==> src/sv/fcbu_pkg.sv <==
// Package: command codes, flag positions and float helpers for the compare/branch unit.
package fcbu_pkg;

	typedef enum logic [3:0] {
		CMD_RET = 4'd0,
		CMD_CMP = 4'd1,
		CMD_BR  = 4'd2,
		CMD_CEQ = 4'd3,
		CMD_CNE = 4'd4,
		CMD_CLT = 4'd5,
		CMD_CLE = 4'd6,
		CMD_CGT = 4'd7,
		CMD_CGE = 4'd8,
		CMD_CUN = 4'd9,
		CMD_Z   = 4'd10,
		CMD_NZ  = 4'd11,
		CMD_POS = 4'd12,
		CMD_NEG = 4'd13,
		CMD_UN  = 4'd14,
		CMD_NOP = 4'd15
	} cmd_t;

	typedef enum logic [1:0] {
		ST_CONT   = 2'd0,
		ST_TAKEN  = 2'd1,
		ST_RETURN = 2'd2
	} status_t;

	localparam int FLAG_EQ = 0;
	localparam int FLAG_LT = 1;
	localparam int FLAG_GT = 2;
	localparam int FLAG_UN = 3;

	localparam int IN_W  = 4 + 32 + 32 + 16 + 16;
	localparam int IN_WB = ((IN_W + 7) / 8) * 8;
	localparam int OUT_W = 2 + 32 + 4;
	localparam int OUT_WB = ((OUT_W + 7) / 8) * 8;

	function automatic logic is_nan(input logic [31:0] x);
		return (x[30:23] == 8'hFF) && (x[22:0] != 23'd0);
	endfunction

	function automatic logic is_zero(input logic [31:0] x);
		return x[30:0] == 31'd0;
	endfunction

	function automatic logic [31:0] order_key(input logic [31:0] x);
		if (is_zero(x)) begin
			return 32'h8000_0000;
		end else if (x[31]) begin
			return ~x;
		end
		return x | 32'h8000_0000;
	endfunction

endpackage

==> src/sv/fcbu_compare.sv <==
// Float compare: IEEE single operands to eq/lt/gt/unordered flags.
module fcbu_compare
	import fcbu_pkg::*;
(
	input  logic [31:0] a,
	input  logic [31:0] b,
	output logic [3:0]  flags
);
	logic [31:0] ka;
	logic [31:0] kb;

	assign ka = order_key(a);
	assign kb = order_key(b);

	always_comb begin
		flags = 4'd0;
		if (is_nan(a) || is_nan(b)) begin
			flags[FLAG_UN] = 1'b1;
		end else if (ka == kb) begin
			flags[FLAG_EQ] = 1'b1;
		end else if (ka < kb) begin
			flags[FLAG_LT] = 1'b1;
		end else begin
			flags[FLAG_GT] = 1'b1;
		end
	end
endmodule

==> src/sv/float_compare_branch_unit.sv <==
// Top level: branch-class instruction unit of a float virtual machine.
// Usage:
//   s_axis_* carries one instruction word per handshake; tdata holds, from
//   bit 0 up: cmd[3:0], operand_a[35:4], operand_b[67:36], target_hi[83:68],
//   target_lo[99:84], zero fill to 104 bits.
//   m_axis_* returns one result word per instruction; tdata holds, from
//   bit 0 up: status[1:0], branch_target[33:2], flags_out[37:34], zero fill.
// Pipeline: an input register, then a result register; throughput one word per
//   cycle while the receiver does not stall.
// The stored compare flags update as a word moves into the result register,
//   so a conditional branch right behind a compare sees the new flags.
// Reset clears the flags, both valid bits and leaves the pipe empty.
// When the receiver stalls, the result register holds and the input
//   register holds while full; s_axis_tready drops once both are occupied.
module float_compare_branch_unit
	import fcbu_pkg::*;
(
	input  logic              clk,
	input  logic              arst_n,
	input  logic              s_axis_tvalid,
	output logic              s_axis_tready,
	input  logic [IN_WB-1:0]  s_axis_tdata,  // cmd, operand_a, operand_b, target_hi, target_lo
	output logic              m_axis_tvalid,
	input  logic              m_axis_tready,
	output logic [OUT_WB-1:0] m_axis_tdata   // status, branch_target, flags_out
);
	logic              vld_s1;
	logic [IN_W-1:0]   in_s1;
	logic              vld_s2;
	logic [OUT_W-1:0]  out_s2;
	logic [3:0]        flags_q;
	logic              adv_s2;
	logic              adv_s1;

	cmd_t        cmd;
	logic [31:0] op_a;
	logic [31:0] op_b;
	logic [31:0] target;
	logic [3:0]  cmp_res;
	logic [3:0]  f;
	logic        take;
	status_t     status;

	assign adv_s2 = !vld_s2 || m_axis_tready;
	assign adv_s1 = !vld_s1 || adv_s2;
	assign s_axis_tready = adv_s1;

	assign cmd    = cmd_t'(in_s1[3:0]);
	assign op_a   = in_s1[35:4];
	assign op_b   = in_s1[67:36];
	assign target = {in_s1[83:68], in_s1[99:84]};

	fcbu_compare u_cmp (
		.a     (op_a),
		.b     (op_b),
		.flags (cmp_res)
	);

	always_comb begin
		f = (cmd == CMD_CMP) ? cmp_res : flags_q;
		take = 1'b0;
		case (cmd)
			CMD_BR:  take = 1'b1;
			CMD_CEQ: take = f[FLAG_EQ];
			CMD_CNE: take = !f[FLAG_EQ];
			CMD_CLT: take = f[FLAG_LT];
			CMD_CLE: take = f[FLAG_LT] | f[FLAG_EQ];
			CMD_CGT: take = f[FLAG_GT];
			CMD_CGE: take = f[FLAG_GT] | f[FLAG_EQ];
			CMD_CUN: take = f[FLAG_UN];
			CMD_Z:   take = is_zero(op_a);
			CMD_NZ:  take = !is_nan(op_a) && !is_zero(op_a);
			CMD_POS: take = !op_a[31];
			CMD_NEG: take = op_a[31];
			CMD_UN:  take = is_nan(op_a);
			default: take = 1'b0;
		endcase
		if (take) begin
			status = ST_TAKEN;
		end else if (cmd == CMD_RET) begin
			status = ST_RETURN;
		end else begin
			status = ST_CONT;
		end
	end

	always_ff @(posedge clk or negedge arst_n) begin
		if (!arst_n) begin
			vld_s1  <= 1'b0;
			vld_s2  <= 1'b0;
			flags_q <= 4'd0;
		end else begin
			if (adv_s1) begin
				vld_s1 <= s_axis_tvalid;
			end
			if (adv_s2) begin
				vld_s2 <= vld_s1;
				if (vld_s1) begin
					flags_q <= f;
				end
			end
		end
	end

	always_ff @(posedge clk) begin
		if (adv_s1 && s_axis_tvalid) begin
			in_s1 <= s_axis_tdata[IN_W-1:0];
		end
		if (adv_s2 && vld_s1) begin
			out_s2 <= {f, (take ? target : 32'd0), status};
		end
	end

	assign m_axis_tvalid = vld_s2;
	assign m_axis_tdata  = {{(OUT_WB-OUT_W){1'b0}}, out_s2};
endmodule

==> config.mk <==
export PLATFORM = sky130hd
export DESIGN_NAME = float_compare_branch_unit
export DESIGN_NICKNAME = d
export VERILOG_FILES = /design/src/sv/fcbu_pkg.sv /design/src/sv/fcbu_compare.sv /design/src/sv/float_compare_branch_unit.sv
export SDC_FILE = /design/constraint.sdc
export NUM_CORES = 1
export LEC_CHECK = 0
export ABC_AREA = 0
export BUFFER_PORTS_ARGS = -buffer_cell sky130_fd_sc_hd__buf_2
export CAP_MARGIN = 20
export CORE_ASPECT_RATIO = 1.25
export CORE_MARGIN = 2
export CORE_UTILIZATION = 39
export CTS_CLUSTER_DIAMETER = 40
export DETAILED_ROUTE_END_ITERATION = 10
export PLACE_DENSITY = 0.68
export SKIP_CTS_REPAIR_TIMING = 1
export SKIP_LAST_GASP = 1
export SYNTH_ARGS = -nofsm -noshare
export SYNTH_HDL_FRONTEND = slang
export SYNTH_SLANG_ARGS = --single-unit
==> constraint.sdc <==
create_clock -name clk -period 4.1 [get_ports clk]
set_clock_uncertainty 0.2 [all_clocks]
set_input_delay 0.205 -clock clk [delete_from_list [all_inputs] [get_ports clk]]
set_output_delay 0.205 -clock clk [all_outputs]
set_load 0.005 [all_outputs]
* Word level (Yosys, flattened, before mapping)
Index checks and enable logic that the tools add are counted.
Word-level totals: RAM bits 0, memories 0, logic and storage cells 68, register bits after elaboration 144, output and inout bits 42, bits of input ports 108, bits in latches 0, ROM bits 0
Cells by class: mux-type cells 19, order comparisons 1, multiply operators 0, $add $sub $neg 0, eq/ne operators 17, reductions and logical operators 20, shift operators 0, bitwise operators 4, div/mod/pow operators 0
Operators with widths (count):
- $mux W32 | 6
- $not A32 Y32 | 2
- $logic_not A31 Y1 | 2
- $reduce_bool A23 Y1 | 2
- $eq A32 B32 Y1 | 1
- $lt A32 B32 Y1 | 1
- $eq A4 B4 Y1 const B | 7
- $eq A4 B3 Y1 const B | 4
- $eq A8 B8 Y1 const B | 2
- $pmux W1 S13 | 1
- $eq A4 B2 Y1 const B | 2
- $mux W1 | 8
- $logic_not A1 Y1 | 6
- $logic_and A1 B1 Y1 | 5
- $eq A4 B1 Y1 const B | 1
- $logic_not A4 Y1 | 1
- $mux W2 | 2
- $mux W4 | 1
- $logic_or A1 B1 Y1 | 3
- $mux W3 | 1
- $or A1 B1 Y1 | 2
- $reduce_and A2 Y1 | 1

* Depth between registers and ports, before layout
depth after elaboration 11, mapped depth 13, depth with buffers taken out 12

* By module
A second synthesis with hierarchy kept.
Second synthesis, totals: cell total of the unflattened synthesis 486, area total of the unflattened synthesis 6920.4 µm²
By module, submodules not included:
- float_compare_branch_unit | area an instance 5159.9 µm², times used 1, cells an instance 245, sequential area each 4294.1 µm²
- fcbu_compare | area an instance 1760.4 µm², times used 1, cells an instance 241, sequential area each 0.0 µm²

* Least setup slack after synthesis
Ideal clock, no wire load.
kind register to register, start reg vld_s2 (netlist: m_axis_tvalid), end reg in_s1[0], enable pin, setup slack 0.554 ns, arrival 2.876 ns, stages on the path, launching flop included 3, buffers on the path 0, library setup time 0.471 ns, clock period less this slack 3.546 ns, data required time 3.429 ns, cells stage by stage dfrtp_1 -> nand3b_1 -> and2_1
Between the ends: cells in the longest elaborated chain, start to end 4
Ends and longest elaborated chain:
- from (decl) | line float_compare_branch_unit.sv:29 | logic vld_s2;
- from (signal assigned) | line float_compare_branch_unit.sv:97 | vld_s2 <= vld_s1;
- $logic_not A1 Y1 | line float_compare_branch_unit.sv:44 | assign adv_s2 = !vld_s2 || m_axis_tready;
- $logic_or A1 B1 Y1 | line float_compare_branch_unit.sv:44
- $logic_or A1 B1 Y1 | line float_compare_branch_unit.sv:45 | assign adv_s1 = !vld_s1 || adv_s2;
- net s_axis_tready | line float_compare_branch_unit.sv:21 | output logic s_axis_tready,
- $logic_and A1 B1 Y1 | line float_compare_branch_unit.sv:106 | if (adv_s1 && s_axis_tvalid) begin
- to (signal assigned) | line float_compare_branch_unit.sv:107 | in_s1 <= s_axis_tdata[IN_W-1:0];
- to (decl) | line float_compare_branch_unit.sv:28 | logic [IN_W-1:0] in_s1;
The timed path passes the listed nets, and every way through them passes these cells. A chain may end at the register's enable or synchronous reset.

* Final worst setup path
start reg in_s1[4], end reg out_s2[36] (data pin)
Between the ends: cells in the longest elaborated chain, start to end 9, elaborated cells between the ends (all ways) 15, those cells by class order compare (1); eq/ne (1); mux (8); bitwise (1); reduce/logical (4)
Ends and longest elaborated chain:
- parallel branches: the longest is 7 deep, another holds $lt A32 B32 Y1
- $mux W3 * | line fcbu_compare.sv:17 | if (is_nan(a) || is_nan(b)) begin
- $mux W4 * | line float_compare_branch_unit.sv:60 | f = (cmd == CMD_CMP) ? cmp_res : flags_q;
- net f[2] | line float_compare_branch_unit.sv:40 | logic [3:0] f;
- to (signal assigned) | line float_compare_branch_unit.sv:110 | out_s2 <= {f, (take ? target : 32'd0), status};
- to (decl) | line float_compare_branch_unit.sv:30 | logic [OUT_W-1:0] out_s2;
Mark *: on every way through the listed nets, which the timed path passes. The select of a mux whose other input is x is not followed.

==> metrics.cfg <==
[routing]
drc_errors=0
routed_wirelength_um=14600
drt-vias-per-instance=4.75
met1_length_um=5640
dr_wl_met2_um=8180
vias=4618
routed.top_layer=met4
wl_met3_um=635
drt_iter0_markers=275
final_antenna_net_count=0
wl_per_cell_um=15.0
first_pass_iters=7

[synthesis]
synth_cell_type_count=45
async_flop_share_pct=4.17
synth_area_leaders=edfxtp_1 (63%), ha_1 (6.1%), xnor2_1 (4.2%)
syn_area_per_cell_um2=13.4
synth_area_um2=6530
ys_seq_area_share_pct=65.8
synth_common_cells=edfxtp_1 (138), nand2_1 (51), nor2_1 (37), and2_1 (34), ha_1 (32)
synth_seq_cells=144
synth_top_area_share_pct=63.5
syn_inst=488
ys.warnings.count=0
synth_edf_count=138
synth-main-ff-cell=edfxtp_1
yosys.area.top_type=edfxtp_1
yosysMostFrequentCell=edfxtp_1

[die]
core_area_um2=16300
dieArea_um2=17800
start_util_pct=40.1
die_y_um=149
fp.dieW_um=120
top_level_ports=150
num_rows=52

[pwr]
seqPwrFrac_pct=46.2
leakage_uw=0.00373
p_int_uw=2950
ir_drop_mv=0.272
p_comb_share_pct=14.1
powerDensity_nw_per_um2=428
switchingPower_uw=976
swShare_pct=24.8
clockPowerShare_pct=39.6

[global_routing]
grt-ovfl-total=0
first_global_vias=4485
grt_max_degree=82
antenna_found_initial=0
grt_pass1_wl_um=21200
groute.usage.overall_pct=15.7

[finish]
antenna_cells=0
final_nets=883
nFillCells=1356
final_layout_size_suffix_gt1_share_pct=25.1
area_growth_pct=40.5

[clocking]
cts_buffers=17
clkTransAtPathRegs_ns=0.06
clock_sinks=144
htreeDepth=4
clock_latency_ns=0.42
cts_tree=built
cts_root_buffer=clkbuf_16
clockBufferDepth=2

[timing]
holdWs_ns=0.285
fin_crit_sh_pct=92.3
rsz0062_at_grt=no
period_needed_ns=3.79
relSlewSlack_pct=27.1
fmax_ghz=0.264
drv_slew=0
finalSetupTns_ns=0
timing.final.ws_setup_ns=0.315
hold_viol_final=0
setup_viol=0
worst_slew_pin_slew_ns=1.09

[critical_path]
path_buf_inv=2
cp_data_arrival_time_ns=3.73
slowest_stage=edfxtp_1
cp_max_fo=34
crit_required_ns=4.04
cpPeakStageDelay_ns=0.42
crit_top_cell=a221oi_1
worst-r2r-setup-slack_ns=0.31
r2r_cells=13
reg2reg_to=out_s2[36]$_DFFE_PP_
cp_cell_sequence=nor4_2 -> nand4_1 -> nor3_2 -> buf_12 -> nor2_1 -> ha_1 -> a21oi_1 -> o21ai_1 -> a221oi_1 -> o21ai_0 -> a221oi_1 -> buf_4 -> o32ai_1
r2r_start=in_s1[4]$_DFFE_PP_
worstSetupEndpointType=flip-flop
critPathLaunchType=flip-flop
crit_type=reg -> reg
crit_family=compound AO/OA/AOI/OAI gates

[placed_design]
hpwl_um=9930
gp_congestion=0.750
pre_cts_ws_ns=0.318
io_buffers=143

[min_path]
hold_depth=2
hold_path_startpoint=s_axis_tdata[54]
hold_class=in -> reg
whs_endpoint=in_s1[54]$_DFFE_PP_

[job]
cap_viol_max_count=0

[outcome]
status=complete, no violations

[power groups by stage]
stage | Combinational [uW] | Clock, uW | Sequential, uW
2_1_floorplan | 300 | 0 | 1840
3_5_place_dp | 475 | 0 | 1850
6_report | 554 | 1560 | 1820
3_3_place_gp | 455 | 0 | 1840
5_1_grt | 628 | 1660 | 1830
4_1_cts | 478 | 1590 | 1820
[through the flow]
stage               total power, uW  area, um2  util [%]  cells
floorplan                      2140       6530         -    489
global placement               2300       7510      46.2    835
detailed placement             2320       7510      46.2    835
CTS                            3890       8110      49.8    867
global route                   4110       9170      56.4    972
finish                         3930       9170      56.4    972
[state kept, by name, summed over array words and instances (netlist names)]
name           flops
out_s2            38
flags_q            4
vld_s1             1
m_axis_tvalid      1
in_s1            100
[kinds of logic after synthesis]
logic type | share of synthesized area (%)
mux | 0.153
flops | 65.8
simple gates | 13.4
fa+ha+maj | 6.13
compound gates | 4.25
other cells | 0.0574
xor+xnor | 8.32
buf+inv | 1.90
[layout make-up]
type | count | area (um2) | area share, %
clock inverters | 15 | 174 | 1.90
repair buffers | 257 | 1850 | 20.1
well taps | 216 | 270 | 2.95
flip-flops and latches | 144 | 4290 | 46.8
multi-input cells | 315 | 2130 | 23.3
inverters | 8 | 30.0 | 0.327
clock buffers | 17 | 425 | 4.64
[routing by layer]
| layer | vias to the layer above | track usage [%] |
|---|---|---|
| met5 | - | 0 |
| met4 | 0 | 5.00 |
| met3 | 12 | 4.72 |
| met2 | 118 | 30.3 |
| met1 | 2205 | 16.2 |
| li1 | 2283 | - |
[placed cells by master (no fill, tap or decap), drive strengths merged, types with 2 or more instances in the layout]
| cell type | n |
|---|---|
| buf | 152 |
| edfxtp | 138 |
| dlygate4sd3 | 105 |
| nand2 | 51 |
| nor2 | 37 |
| and2 | 34 |
| ha | 32 |
| xnor2 | 31 |
| xor2 | 31 |
| nor4 | 18 |
| clkbuf | 17 |
| a21oi | 16 |
| inv | 14 |
| nand4 | 12 |
| nor3 | 8 |
| o21ai | 8 |
| nand2b | 6 |
| dfrtp | 6 |
| clkinv | 6 |
| nand3 | 3 |
| a31oi | 3 |
| a211oi | 2 |
| a21o | 2 |
| a221oi | 2 |
| a32o | 2 |
| conb | 2 |
| bufinv | 2 |
[worst max-delay path by stage]
stage / from / endpoint / slack (ns) / cells after the start
finish: in_s1[4]$_DFFE_PP_ / out_s2[36]$_DFFE_PP_ / 0.31 / 13
global route: in_s1[52]$_DFFE_PP_ / out_s2[36]$_DFFE_PP_ / 0.05 / 14
CTS: in_s1[37]$_DFFE_PP_ / out_s2[36]$_DFFE_PP_ / 0.29 / 14
detailed placement: in_s1[37]$_DFFE_PP_ / out_s2[36]$_DFFE_PP_ / 0.32 / 14
global placement: in_s1[37]$_DFFE_PP_ / out_s2[36]$_DFFE_PP_ / 0.42 / 14
floorplan: m_axis_tvalid$_DFFE_PN0P_ / in_s1[0]$_DFFE_PP_ / 0.55 / 2
No activity file was read; power rests on OpenSTA's default activity.
